[config.mk]
export PLATFORM = sky130hd
export DESIGN_NAME = vmrq_front
export DESIGN_NICKNAME = d
export VERILOG_FILES = /design/src/vmrq_pkg.sv /design/src/vmrq_front.sv
export SDC_FILE = /design/constraint.sdc
export NUM_CORES = 1
export LEC_CHECK = 0
export ABC_CLOCK_PERIOD_IN_PS = 19600
export BUFFER_PORTS_ARGS = -buffer_cell sky130_fd_sc_hd__buf_2
export CORE_AREA = 2 2 221 223
export DETAILED_ROUTE_END_ITERATION = 12
export DIE_AREA = 0 0 223 225
export PLACE_DENSITY = 0.68
export RECOVER_POWER = 25
export SKIP_CTS_REPAIR_TIMING = 1
export SLEW_MARGIN = 10
export SYNTH_ARGS = -nofsm -noshare
export SYNTH_HDL_FRONTEND = slang
export SYNTH_SLANG_ARGS = --single-unit
export TNS_END_PERCENT = 20
[constraint.sdc]
create_clock -name i_clk -period 19.6 [get_ports i_clk]
set_input_delay 5.88 -clock i_clk [delete_from_list [all_inputs] [get_ports i_clk]]
set_output_delay 5.88 -clock i_clk [all_outputs]
set_load 0.01 [all_outputs]
[src/vmrq_pkg.sv]
`timescale 1ns / 1ps
// ============================================================================
// vmrq_pkg
// Shared types, constants and the message check for the message ring queue.
// ============================================================================
package vmrq_pkg;

    localparam int unsigned DefDepth = 64;
    localparam int unsigned WordW    = 64;
    localparam int unsigned NumWords = 4;
    localparam int unsigned MsgW     = NumWords * WordW;
    localparam int unsigned SizeW    = 7;
    localparam int unsigned BytesW   = 8;
    localparam int unsigned StatusW  = 2;
    localparam int unsigned CfgIdxW  = 3;
    localparam int unsigned CfgDataW = 8;

    localparam logic [BytesW-1:0] MaxBytes = 8'd8;
    localparam logic [BytesW-1:0] ResetBytes = 8'd8;

    localparam logic OP_SEND = 1'b0;
    localparam logic OP_RECV = 1'b1;

    localparam logic [CfgIdxW-1:0] REG_QUEUE_SIZE  = 3'd0;
    localparam logic [CfgIdxW-1:0] REG_TYPE_SET    = 3'd1;
    localparam logic [CfgIdxW-1:0] REG_WORD0_BYTES = 3'd2;
    localparam logic [CfgIdxW-1:0] REG_WORD1_BYTES = 3'd3;
    localparam logic [CfgIdxW-1:0] REG_WORD2_BYTES = 3'd4;
    localparam logic [CfgIdxW-1:0] REG_WORD3_BYTES = 3'd5;

    typedef enum logic [StatusW-1:0] {
        ST_OK     = 2'd0,
        ST_REJECT = 2'd1,
        ST_EMPTY  = 2'd2
    } t_status;

    typedef logic [NumWords-1:0][WordW-1:0] t_msg;

    typedef struct packed {
        logic [SizeW-1:0]                   queue_size;
        logic                               type_set;
        logic [NumWords-1:0][BytesW-1:0]    word_bytes;
    } t_cfg;

    typedef struct packed {
        logic  op;
        logic  msg_ok;
        t_msg  words;
    } t_cmd;

    // A message passes when type_set is set and each word's byte size is at most
    // eight with no bit at or above eight times that size set.
    function automatic logic msg_valid(t_msg w, t_cfg cfg);
        logic ok;
        ok = cfg.type_set;
        for (int i = 0; i < NumWords; i++) begin
            if (cfg.word_bytes[i] > MaxBytes) begin
                ok = 1'b0;
            end else if (cfg.word_bytes[i] < MaxBytes) begin
                if ((w[i] >> {cfg.word_bytes[i][2:0], 3'b000}) != '0) begin
                    ok = 1'b0;
                end
            end
        end
        return ok;
    endfunction

endpackage

[src/vmrq_front.sv]
`timescale 1ns / 1ps
// ============================================================================
// vmrq_front
// Accepts beats, checks send messages and holds them in a two-entry queue.
// ============================================================================
module vmrq_front (
    input  logic              i_clk,
    input  logic              i_rst_n,
    input  logic              i_push,
    input  logic              i_op,
    input  vmrq_pkg::t_msg    i_words,
    input  vmrq_pkg::t_cfg    i_cfg,
    output logic              o_full,
    output logic              o_cmd_valid,
    output vmrq_pkg::t_cmd    o_cmd,
    input  logic              i_cmd_pop
);

    vmrq_pkg::t_cmd r_entry [2];
    logic           r_wr_ptr;
    logic           r_rd_ptr;
    logic [1:0]     r_count;
    logic           push_ok;
    logic           pop_ok;
    vmrq_pkg::t_cmd new_cmd;

    assign o_full      = (r_count == 2'd2);
    assign o_cmd_valid = (r_count != 2'd0);
    assign push_ok     = i_push && !o_full;
    assign pop_ok      = i_cmd_pop && o_cmd_valid;
    assign o_cmd       = r_entry[r_rd_ptr];

    // The user must keep configuration stable while items are in flight (the block does
    // not enforce it), so sends are checked here once and the verdict travels with the beat.
    always_comb begin
        new_cmd.op     = i_op;
        new_cmd.msg_ok = vmrq_pkg::msg_valid(i_words, i_cfg);
        new_cmd.words  = i_words;
    end

    always_ff @(posedge i_clk) begin
        if (!i_rst_n) begin
            r_wr_ptr <= 1'b0;
            r_rd_ptr <= 1'b0;
            r_count  <= 2'd0;
        end else begin
            if (push_ok) begin
                r_wr_ptr <= ~r_wr_ptr;
            end
            if (pop_ok) begin
                r_rd_ptr <= ~r_rd_ptr;
            end
            r_count <= r_count + {1'b0, push_ok} - {1'b0, pop_ok};
        end
    end

    always_ff @(posedge i_clk) begin
        if (push_ok) begin
            r_entry[r_wr_ptr] <= new_cmd;
        end
    end

endmodule

==> run metrics <==
Distinct cells, synth 61; iteration-0 DRC count of the detailed router 953; I/O Pins ~560; net count reported at finish between 2k and 2.5k; Post-Layout Inst Area 25600 µm²; per-instance average area after synthesis around 18 µm²; Buf/Inv on CP 3; cell area after technology mapping about 21000 µm²; via total after detailed routing roughly 13k; Port-buffer cells roughly 550; Min Clock Period, post-route between 9000 and 10000 ps; family with the most delay on the worst path buffers and inverters; cell count after synthesis about 1.1k; Cell Pwr Density 124 nW/µm²; WL per Instance 22.6 µm; Core Rows 80; WS Path Type register to primary output; antenna violations before repair 0; post-route insts no fill roughly 2.4k; final setup skew 13.8 ps; Die Span X between 200 and 250 µm; total routing resource utilization after global routing 0.205; run status finished clean; slowest stage cell, crit path sky130_fd_sc_hd__buf_4; number of synthesized register bits about 520; Max Fanout on Critical Path around 160; Final TNS setup 0 ps; CTS tree done; Chip Height 225 µm; First-pass DRT Iterations 5; maximum cell stage delay along the critical path around 860 ps; largest net degree at the start of global routing 162; Die Footprint 50200 µm²; reg-to-reg setup timing slack ~16000 ps; type of the worst min-delay path register to register; arrival time of the worst setup path roughly 3600 ps; largest voltage drop on the vdd net around 0.09 mV; sum of overflow across all layers after global routing 0; number of nets still failing antenna checks after routing 0; most area-hungry cell type in the Yosys netlist sky130_fd_sc_hd__edfxtp_1; dominant register cell in the synthesized netlist sky130_fd_sc_hd__edfxtp_1; via count of the first global-routing pass between 10k and 15k; Antenna Diode Count 0; Slew Limit Headroom 0.298; transition time at the pin with the least slew margin 1050 ps; routing usage on met1 0.246; DR DRC count 0; CTS Buf Count between 50 and 60; synthesis-to-layout area growth 24.6%; RSZ-0062 raised after global routing false; wire length reported by the detailed router 53900 µm; ordered cell list for the critical path buf_12, buf_4, mux2_2, buf_2; post-route clock period utilization 0.485; commonest non-fill, non-tap cells in the layout sky130_fd_sc_hd__edfxtp_1 (516), sky130_fd_sc_hd__buf_2 (389), sky130_fd_sc_hd__mux2_2 (260); count of endpoints failing hold in the final timing report 0; top area cells in the synthesized netlist sky130_fd_sc_hd__edfxtp_1 (75%), sky130_fd_sc_hd__mux2_2 (14%), sky130_fd_sc_hd__nor4_1 (1.3%); number of enable flip-flop cells after synthesis approximately 520; total core area ~48000 µm²; GRT met2 Usage 0.358; number of cells after detailed placement around 2.3k; H-tree levels 2; leakage power between 8 and 9 nW; area share of the leading cell type in the synthesized netlist 0.754; area taken by multi-input logic gates 4770 µm²; effective utilization at floorplan 0.432; Yosys warnings 0; average vias per placed instance 5.36; fillers around 4k; TritonCTS Sinks 521; most frequent standard cell in the layout excluding fill and tap cells sky130_fd_sc_hd__edfxtp_1; cell area after placement 24000 µm²; number of max-cap violations 0; async set or reset register ratio after synthesis 0; share of post-route cells with drive strength above 1 0.425; layer carrying the most global-route usage met2; clk buf depth 3; estimated wirelength of the detail-placed design 38300 µm; later-pin clock latency in the skew report 570 ps; weighted congestion at the end of routability-driven global placement approximately 0.88; count of pins over their slew limit 0; first-pass GRT wire length a little under 80000 µm; sequential fraction of the synthesis area 0.758; Fmax achieved about 0.11 GHz; count of endpoints failing setup in the final report 0; Worst Path Required about 14000 ps; CTS Root Buffer Type sky130_fd_sc_hd__clkbuf_16; Crit. End Element primary output; Clock Pin Slew Worst Setup and Hold Paths about 60 ps; net count of the mapped netlist roughly 1.4k; global-route track usage on met3 0.0502; Reg area around 16000 µm²; Startpoint Class register
## sequential cells by signal (all words and copies together) (netlist names), named ones only
register,flops
r_count,2
r_wr_ptr,1
r_entry,516
r_rd_ptr,1
## kinds of logic after synthesis
group	synth area share
AOI/OAI and AO/OA	0.0309
xor gates and xnor gates	0.00128
adders and majority gates	0.00122
buffers and inverters	0.0102
DFF	0.758
muxes	0.143
and+or+nand+nor	0.0546
## metal layers
metal / part of all wire / vias to the layer above / wire length [µm]
met1: 0.38 / 6320 / 20500
li1: - / 5744 / -
met2: 0.51 / 581 / 27300
met4: 0.035 / 0 / 1860
met5: 0 / - / 0
met3: 0.077 / 116 / 4170
## path summary, 6_finish.rpt
check	startpoint	to	depth (start not counted)
min	r_rd_ptr	r_rd_ptr	2
max	register	o_cmd[95]	4
max reg2reg	r_count[0]	r_entry[0][114]	6
min reg2reg	r_rd_ptr	r_rd_ptr	2
## synth_stat cells (3+ instances only)
cell type	count
sky130_fd_sc_hd__dfxtp_1	5
sky130_fd_sc_hd__edfxtp_1	516
sky130_fd_sc_hd__inv_1	4
sky130_fd_sc_hd__nor4b_1	3
sky130_fd_sc_hd__o21ai_1	3
sky130_fd_sc_hd__buf_2	4
sky130_fd_sc_hd__a21oi_1	30
sky130_fd_sc_hd__o21ai_0	13
sky130_fd_sc_hd__o31ai_1	4
sky130_fd_sc_hd__a2111oi_0	3
sky130_fd_sc_hd__mux2_2	260
sky130_fd_sc_hd__xnor2_1	3
sky130_fd_sc_hd__a31oi_1	7
sky130_fd_sc_hd__nand2_1	18
sky130_fd_sc_hd__or4_1	9
sky130_fd_sc_hd__clkbuf_1	31
sky130_fd_sc_hd__and2_1	4
sky130_fd_sc_hd__nor4_1	42
sky130_fd_sc_hd__nor3b_1	3
sky130_fd_sc_hd__nand4_1	8
sky130_fd_sc_hd__nor2b_1	5
sky130_fd_sc_hd__a22oi_1	13
sky130_fd_sc_hd__buf_6	3
sky130_fd_sc_hd__nand3_1	14
sky130_fd_sc_hd__nor2_1	62
sky130_fd_sc_hd__nor3_1	29
sky130_fd_sc_hd__buf_1	3
## power breakdown
group | switching (W) | leakage (nW) | internal, W | total (W)
Combinational | 0.000402 | 3.18 | 0.000303 | 0.000706
Clock | 0.000417 | 0.888 | 0.000632 | 0.00105
Sequential | 0.0000348 | 4.86 | 0.00138 | 0.00142
Total | 0.000854 | 8.93 | 0.00232 | 0.00317
## final cells by class
type,count,area share
Inverter,4,0.000586
Timing Repair Buffer,562,0.103
Tap cell,615,0.0300
Clock buffer,63,0.0565
Multi-Input combinational cell,577,0.186
Sequential cell,521,0.609
Clock inverter,38,0.0151
## per-stage QoR
step / utilization / setup slack, ps / power (W) / hold WS, ps
2_1_floorplan: - / 2010 / 0.00190 / 504
3_3_place_gp: 0.505 / 10450 / 0.00215 / 517
3_5_place_dp: 0.505 / 10450 / 0.00216 / 538
4_1_cts: 0.543 / 10060 / 0.00321 / 556
5_1_grt: 0.539 / 9910 / 0.00329 / 588
6_report: 0.539 / 10090 / 0.00317 / 547
## worst min-delay path: cells and delay by family (launching register included)
kind	cells	cell delay, ps
flip-flops	1	320
AND/OR/NAND/NOR	1	100
XOR/XNOR	1	90
(Power assumes the default switching activity.)
