File: src/vmrq_pkg.sv
`timescale 1ns / 1ps
// ============================================================================
// vmrq_pkg
// Shared types, constants and the message check for the message ring queue.
// ============================================================================
package vmrq_pkg;

    localparam int unsigned DefDepth = 64;
    localparam int unsigned WordW    = 64;
    localparam int unsigned NumWords = 4;
    localparam int unsigned MsgW     = NumWords * WordW;
    localparam int unsigned SizeW    = 7;
    localparam int unsigned BytesW   = 8;
    localparam int unsigned StatusW  = 2;
    localparam int unsigned CfgIdxW  = 3;
    localparam int unsigned CfgDataW = 8;

    localparam logic [BytesW-1:0] MaxBytes = 8'd8;
    localparam logic [BytesW-1:0] ResetBytes = 8'd8;

    localparam logic OP_SEND = 1'b0;
    localparam logic OP_RECV = 1'b1;

    localparam logic [CfgIdxW-1:0] REG_QUEUE_SIZE  = 3'd0;
    localparam logic [CfgIdxW-1:0] REG_TYPE_SET    = 3'd1;
    localparam logic [CfgIdxW-1:0] REG_WORD0_BYTES = 3'd2;
    localparam logic [CfgIdxW-1:0] REG_WORD1_BYTES = 3'd3;
    localparam logic [CfgIdxW-1:0] REG_WORD2_BYTES = 3'd4;
    localparam logic [CfgIdxW-1:0] REG_WORD3_BYTES = 3'd5;

    typedef enum logic [StatusW-1:0] {
        ST_OK     = 2'd0,
        ST_REJECT = 2'd1,
        ST_EMPTY  = 2'd2
    } t_status;

    typedef logic [NumWords-1:0][WordW-1:0] t_msg;

    typedef struct packed {
        logic [SizeW-1:0]                   queue_size;
        logic                               type_set;
        logic [NumWords-1:0][BytesW-1:0]    word_bytes;
    } t_cfg;

    typedef struct packed {
        logic  op;
        logic  msg_ok;
        t_msg  words;
    } t_cmd;

    // A message passes when type_set is set and each word's byte size is at most
    // eight with no bit at or above eight times that size set.
    function automatic logic msg_valid(t_msg w, t_cfg cfg);
        logic ok;
        ok = cfg.type_set;
        for (int i = 0; i < NumWords; i++) begin
            if (cfg.word_bytes[i] > MaxBytes) begin
                ok = 1'b0;
            end else if (cfg.word_bytes[i] < MaxBytes) begin
                if ((w[i] >> {cfg.word_bytes[i][2:0], 3'b000}) != '0) begin
                    ok = 1'b0;
                end
            end
        end
        return ok;
    endfunction

endpackage

File: src/vmrq_back.sv
`timescale 1ns / 1ps
// ============================================================================
// vmrq_back
// Executes queued sends and receives against the slot RAM and the ring
// positions, and holds one result beat for the consumer.
// ============================================================================
module vmrq_back #(
    parameter int unsigned DEPTH = vmrq_pkg::DefDepth
) (
    input  logic                          i_clk,
    input  logic                          i_rst_n,
    input  vmrq_pkg::t_cfg                i_cfg,
    input  logic                          i_cfg_clear,
    input  logic                          i_cmd_valid,
    input  vmrq_pkg::t_cmd                i_cmd,
    output logic                          o_cmd_pop,
    output logic                          o_ram_we,
    output logic [((DEPTH > 1) ? $clog2(DEPTH) : 1)-1:0] o_ram_waddr,
    output vmrq_pkg::t_msg                o_ram_wdata,
    output logic                          o_ram_re,
    output logic [((DEPTH > 1) ? $clog2(DEPTH) : 1)-1:0] o_ram_raddr,
    input  vmrq_pkg::t_msg                i_ram_rdata,
    output logic                          o_res_valid,
    input  logic                          i_res_pop,
    output logic [vmrq_pkg::StatusW-1:0]  o_status,
    output vmrq_pkg::t_msg                o_words
);

    localparam int unsigned AW  = (DEPTH > 1) ? $clog2(DEPTH) : 1;
    localparam int unsigned CW0 = $clog2(DEPTH + 1);
    localparam int unsigned CW  = (CW0 > vmrq_pkg::SizeW) ? CW0 : vmrq_pkg::SizeW;

    typedef enum logic {
        S_IDLE,
        S_CHECK
    } t_state;

    t_state            r_state;
    logic [CW-1:0]     r_read_pos;
    logic [CW-1:0]     r_write_pos;
    logic [CW-1:0]     r_fill;
    logic              r_res_valid;
    vmrq_pkg::t_status r_status;
    vmrq_pkg::t_msg    r_words;

    logic [CW-1:0]     size_ext;
    logic [CW-1:0]     active;
    logic              send_ok;
    logic              head_ok;
    logic [CW-1:0]     write_inc;
    logic [CW-1:0]     read_inc;
    logic [CW-1:0]     n_write_pos;
    logic [CW-1:0]     n_read_pos;

    // A queue size beyond the slot count behaves as the slot count.
    assign size_ext = CW'(i_cfg.queue_size);
    assign active   = (size_ext > CW'(DEPTH)) ? CW'(DEPTH) : size_ext;

    assign send_ok = (active != '0) && (r_fill < active) && i_cmd.msg_ok;
    assign head_ok = vmrq_pkg::msg_valid(i_ram_rdata, i_cfg);

    assign write_inc   = r_write_pos + CW'(1);
    assign read_inc    = r_read_pos + CW'(1);
    assign n_write_pos = (write_inc >= active) ? '0 : write_inc;
    assign n_read_pos  = (read_inc >= active) ? '0 : read_inc;

    assign o_cmd_pop   = (r_state == S_IDLE) && i_cmd_valid && !r_res_valid;
    assign o_ram_we    = o_cmd_pop && (i_cmd.op == vmrq_pkg::OP_SEND) && send_ok;
    assign o_ram_waddr = r_write_pos[AW-1:0];
    assign o_ram_wdata = i_cmd.words;
    assign o_ram_re    = o_cmd_pop && (i_cmd.op == vmrq_pkg::OP_RECV) &&
                         (active != '0) && (r_fill != '0);
    assign o_ram_raddr = r_read_pos[AW-1:0];

    assign o_res_valid = r_res_valid;
    assign o_status    = vmrq_pkg::StatusW'(r_status);
    assign o_words     = r_words;

    always_ff @(posedge i_clk) begin
        if (!i_rst_n) begin
            r_state     <= S_IDLE;
            r_read_pos  <= '0;
            r_write_pos <= '0;
            r_fill      <= '0;
            r_res_valid <= 1'b0;
            r_status    <= vmrq_pkg::ST_OK;
            r_words     <= '0;
        end else begin
            if (i_res_pop && r_res_valid) begin
                r_res_valid <= 1'b0;
            end
            unique case (r_state)
                S_IDLE: begin
                    if (o_cmd_pop) begin
                        if (i_cmd.op == vmrq_pkg::OP_SEND) begin
                            r_res_valid <= 1'b1;
                            r_words     <= '0;
                            if (send_ok) begin
                                r_status    <= vmrq_pkg::ST_OK;
                                r_write_pos <= n_write_pos;
                                r_fill      <= r_fill + CW'(1);
                            end else begin
                                r_status <= vmrq_pkg::ST_REJECT;
                            end
                        end else if (active == '0) begin
                            r_res_valid <= 1'b1;
                            r_words     <= '0;
                            r_status    <= vmrq_pkg::ST_REJECT;
                        end else if (r_fill == '0) begin
                            r_res_valid <= 1'b1;
                            r_words     <= '0;
                            r_status    <= vmrq_pkg::ST_EMPTY;
                        end else begin
                            // The head read was issued this cycle.
                            r_state <= S_CHECK;
                        end
                    end
                end
                S_CHECK: begin
                    r_state     <= S_IDLE;
                    r_res_valid <= 1'b1;
                    if (head_ok) begin
                        r_status   <= vmrq_pkg::ST_OK;
                        r_words    <= i_ram_rdata;
                        r_read_pos <= n_read_pos;
                        r_fill     <= r_fill - CW'(1);
                    end else begin
                        // A failing head stays where it is.
                        r_status <= vmrq_pkg::ST_REJECT;
                        r_words  <= '0;
                    end
                end
                default: begin
                    r_state <= S_IDLE;
                end
            endcase
            if (i_cfg_clear) begin
                r_read_pos  <= '0;
                r_write_pos <= '0;
                r_fill      <= '0;
            end
        end
    end

endmodule

File: config.mk
export PLATFORM = sky130hd
export DESIGN_NAME = vmrq_back
export DESIGN_NICKNAME = d
export VERILOG_FILES = /design/src/vmrq_pkg.sv /design/src/vmrq_back.sv
export SDC_FILE = /design/constraint.sdc
export NUM_CORES = 1
export LEC_CHECK = 0
export BUFFER_PORTS_ARGS = -buffer_cell sky130_fd_sc_hd__buf_2
export CAP_MARGIN = 0
export CORE_AREA = 2 2 422 424
export CTS_CLUSTER_DIAMETER = 200
export DETAILED_ROUTE_END_ITERATION = 7
export DIE_AREA = 0 0 424 426
export GPL_TIMING_DRIVEN = 0
export PLACE_DENSITY = 0.3
export SLEW_MARGIN = 20
export SYNTH_ARGS = -nofsm -noshare
export SYNTH_HDL_FRONTEND = slang
export SYNTH_SLANG_ARGS = --single-unit
File: constraint.sdc
create_clock -name i_clk -period 3.1 [get_ports i_clk]
set_input_delay 0.775 -clock i_clk [delete_from_list [all_inputs] [get_ports i_clk]]
set_output_delay 0.775 -clock i_clk [all_outputs]
set_load 0.02 [all_outputs]
==> results.txt <==
* Cell with the most instances on the worst path: sky130_fd_sc_hd__buf_12
- Summing all non-filler instances in the final layout gives an area of 0.0263 sq mm.
* Layer carrying the most global-route usage: met2
- Count of pins over their slew limit: 0
- The area growth from synthesis to layout is 73.3%.
- From left edge to right edge, the die measures 424 um.
- Fraction of met3 tracks used by global routing: 0.0313
- The HPWL after detailed placement is 92300 um.
* Number of nets at the end of the flow: 3257
* Wire length after detailed routing: 113000 um
- Total negative slack: -125.02 ns
- Maximum capacitance violations: 0
- Drt drc: 0
- Following the worst setup path forward leads to its endpoint at o_words[92].
* Unrepaired setup endpoints after global routing: true
- Final number of hold-violating endpoints: 0
- In this run the worst hold path is classified as input pin to flip-flop.
- Clock-pin slew reported for the worst setup and hold paths after clock tree synthesis: 0.06 ns
* Crit path largest cell delay: 0.56 ns
- Leading cell types in the layout, fill and taps excluded: 828 x sky130_fd_sc_hd__buf_2, 291 x sky130_fd_sc_hd__buf_4, 279 x sky130_fd_sc_hd__dfxtp_1
- Among all flip-flop cells after synthesis, the most frequent one is sky130_fd_sc_hd__dfxtp_1.
- Sink count of the clock tree: roughly 280
- For the worst setup path, the data arrival time is ~4.2 ns.
- Global-route track usage on met1: 0.130
* Cell row count: roughly 150
- PnR worst setup slack: -0.572 ns
* Series of cell instances along the critical path: buf_12, buf_12, buf_12, o31ai_4, nand4_1, nor3_4, o21ai_4, nor4_4, buf_6, nand2_4, nor3_4, buf_12, buf_16, clkbuf_16, clkbuf_16, a22oi_2, nor2b_1
- Placed inst area: 0.0224 sq mm
- Clock tree from TritonCTS: yes
* Overflow left after global routing: 0
* Average routed wire per standard cell: 22.3 um
- Proportion of synthesized chip area in sequential cells: 0.370
- Entering global routing, the biggest net connects 12 pins.
* CP max-delay cell: sky130_fd_sc_hd__nand4_1
- When the netlist entered floorplanning its net count stood at 2326.
* Detail-routed via count per cell: around 3.3
* Core Region: 0.176 sq mm
- Status: complete, but fails checks
- Maximum root-to-sink buffer count: 3
* Later-pin clock latency in the skew report: 0.63 ns
- In this run the worst path has a maximum fanout of 6.
* Startpoint of the lowest-slack register-to-register path: r_state
- After synthesis the cells add up to about 0.015 sq mm.
- Headroom to the max-slew limit came out at 0.331.
* Number of buffers created by CTS: 43
* Total power consumption of the routed design: around 11000 uW
* Total of flip-flops plus latches after synthesis: ~280
- The checks that failed: setup timing.
- Buffers inserted to repair hold after CTS numbered 0.
- CTS Root Cell: sky130_fd_sc_hd__clkbuf_16
- The endpoint identified for the worst register-to-register timing path is o_words[92].
- Across all hold checks on the routed design, the worst slack comes to about 0.42 ns.
* Number of standard cells after synthesis: between 1.5k and 2k
* Final antenna-violating net count: 0
- The first routing iteration left 783 violations.
* Sort of element at the start of the critical path: input pin
- For flop-to-flop paths, the worst setup slack is -0.35 ns.
* Minimum period implied by the final worst setup slack: between 3 and 4 ns
* Crit path from: i_cfg[24]
* Final weighted congestion in routability-driven placement: 0.822
- Reg2Reg Depth: 14
- Before antenna repair, the detailed router went through 7 iterations.
* I/O pin count: 1089
* Data required time of the critical path: 3.64 ns
- Area share of the largest cell type after synthesis: 0.370
- In this run the vertical extent of the chip is 426 um.
* Fill count: 20.2k
* Worst Path Class, Setup: input pin to flip-flop
- Starting utilization of the core area: 0.0865
- In this run the power density over the cells is 411 mW/mm^2.
- In this run the number of H-tree levels came out at 2.
- Vias: 16.8k
* Leading cell type in the layout, fill and taps excluded: sky130_fd_sc_hd__buf_2
* Yosys warns: 0
* Mean instance size in the synthesized netlist: slightly below 9 sq um
* Final clock skew: 0.0430 ns
- Grt met2 use: 0.211
- Area of the multi-input gates: ~0.0081 sq mm
- Maximum clock rate: 272 MHz
- Slew at the pin with the worst max-slew slack: 1.00 ns
* Worst VDD drop: 0.303 mV
- Share of async-settable or async-resettable flops after synthesis: 0
- The worst setup path is captured at a flip-flop.
- Of the available clock period, the critical path in the final layout requires 1.18.
- In this run, synthesis inferred 0 flip-flops with an integrated enable.
- Vias in the first global route: 16.2k
- Yosys top cell by area: sky130_fd_sc_hd__dfxtp_1
- Setup violations remaining at the end of the flow were counted as 272.
- Of the cells placed in the final design, the portion with a size suffix greater than 1 is 0.548.
- The first global-routing pass estimated 142000 um of wire.
* Leakage power of the design: 0.0107 uW
- Synthesis instantiated 62 different standard cells from the library.
* GRT Overall Usage: 0.114
- Buffers placed on the I/O ports in this run total 828.
- The die covers 0.181 sq mm.
* Antenna violations before repair: 20
* Sequential cell area: 0.00563 sq mm
* Leading post-synthesis cells by cell area: sky130_fd_sc_hd__dfxtp_1 37%, sky130_fd_sc_hd__buf_4 14%, sky130_fd_sc_hd__a22oi_1 13%
==> Yosys cell counts (6+ instances only) <==
library cell,number
sky130_fd_sc_hd__nor2_1,70
sky130_fd_sc_hd__nor3_1,66
sky130_fd_sc_hd__mux2i_1,8
sky130_fd_sc_hd__nand4_1,8
sky130_fd_sc_hd__nand2b_1,11
sky130_fd_sc_hd__a21oi_1,51
sky130_fd_sc_hd__buf_4,289
sky130_fd_sc_hd__a211oi_1,6
sky130_fd_sc_hd__xnor2_1,7
sky130_fd_sc_hd__o21ai_0,37
sky130_fd_sc_hd__inv_1,17
sky130_fd_sc_hd__clkbuf_1,71
sky130_fd_sc_hd__nor2b_1,264
sky130_fd_sc_hd__nor4_1,49
sky130_fd_sc_hd__a21o_1,15
sky130_fd_sc_hd__o31ai_1,10
sky130_fd_sc_hd__nand2_1,31
sky130_fd_sc_hd__a22oi_1,259
sky130_fd_sc_hd__dfxtp_1,281
sky130_fd_sc_hd__a31oi_1,7
sky130_fd_sc_hd__o22ai_1,9
sky130_fd_sc_hd__buf_2,13
sky130_fd_sc_hd__nor3b_1,26
sky130_fd_sc_hd__and2_1,6
sky130_fd_sc_hd__xor2_1,6
sky130_fd_sc_hd__ha_1,27
sky130_fd_sc_hd__nand3_1,25
==> registers in the layout, indices dropped and copies added, names as in the netlist <==
name	cells
o_words	256
r_read_pos	7
o_status	2
r_fill	7
o_res_valid	1
r_state	1
r_write_pos	7
==> kinds of logic after synthesis <==
kind of cell,after synthesis,share of synthesized area
AO/OA/AOI/OAI,437,0.204
AND/OR/NAND/NOR,576,0.217
flip-flops,281,0.370
XOR/XNOR,13,0.00749
buffers and inverters,394,0.170
multiplexers,10,0.00749
adder cells (fa/ha/maj),28,0.0236
==> power by group <==
part           internal (uW)  total, uW  switching [uW]
combinational            665       1760            1100
clock                   3360       5450            2090
sequential              3620       3620            2.58
total                   7640      10800            3190
==> per-layer routing <==
layer | vias to the layer above | wire length (um)
met4 | 12 | 1970
met1 | 8069 | 43500
li1 | 7918 | -
met5 | - | 71
met3 | 100 | 7570
met2 | 653 | 59600
==> timing repair <==
action | 4_1_cts | 5_1_grt
endpoints found under the setup margin | 278 | 281
pin swaps | 10 | 16
buffers inserted | 13 | 20
cloned | 1 | 20
resized for setup | 101 | 261
==> layout make-up <==
cell class	instances	share of cell area
plain buffers	374	0.110
multi-input cells	1064	0.306
inverters	17	0.00252
diodes	9	0.000855
clock buffers	61	0.0485
flip-flops and latches	281	0.214
repair buffers	889	0.197
well taps	2340	0.111
clock inverters	16	0.00960
==> critical path: cells and delay by family <==
family | cells | cell delay, ns
and+or+nand+nor | 6 | 1.60
buffers and inverters | 8 | 1.21
AOI/OAI and AO/OA | 3 | 0.58
==> how the worst min path moves through the flow <==
stage	start	end	slack (ns)	cells after the start
final	i_ram_rdata[123]	o_words[123]	0.42	3
after CTS	i_ram_rdata[123]	o_words[123]	0.36	3
after global placement	r_write_pos[6]	r_write_pos[6]	0.47	1
after detailed placement	r_write_pos[6]	r_write_pos[6]	0.48	1
after floorplan	r_write_pos[6]	r_write_pos[6]	0.46	1
after global routing	i_ram_rdata[156]	o_words[156]	0.40	3
==> per-stage QoR <==
stage               std cells  utilization  setup slack (ns)
global route             5042        0.150            -0.729
floorplan                1739            -            0.0117
detailed placement       4914        0.127             -4.44
finish                   5051        0.150            -0.572
CTS                      5004        0.139            -0.776
global placement         4907        0.127             -5.02
Note: power is estimated with default switching activity, not from simulation.
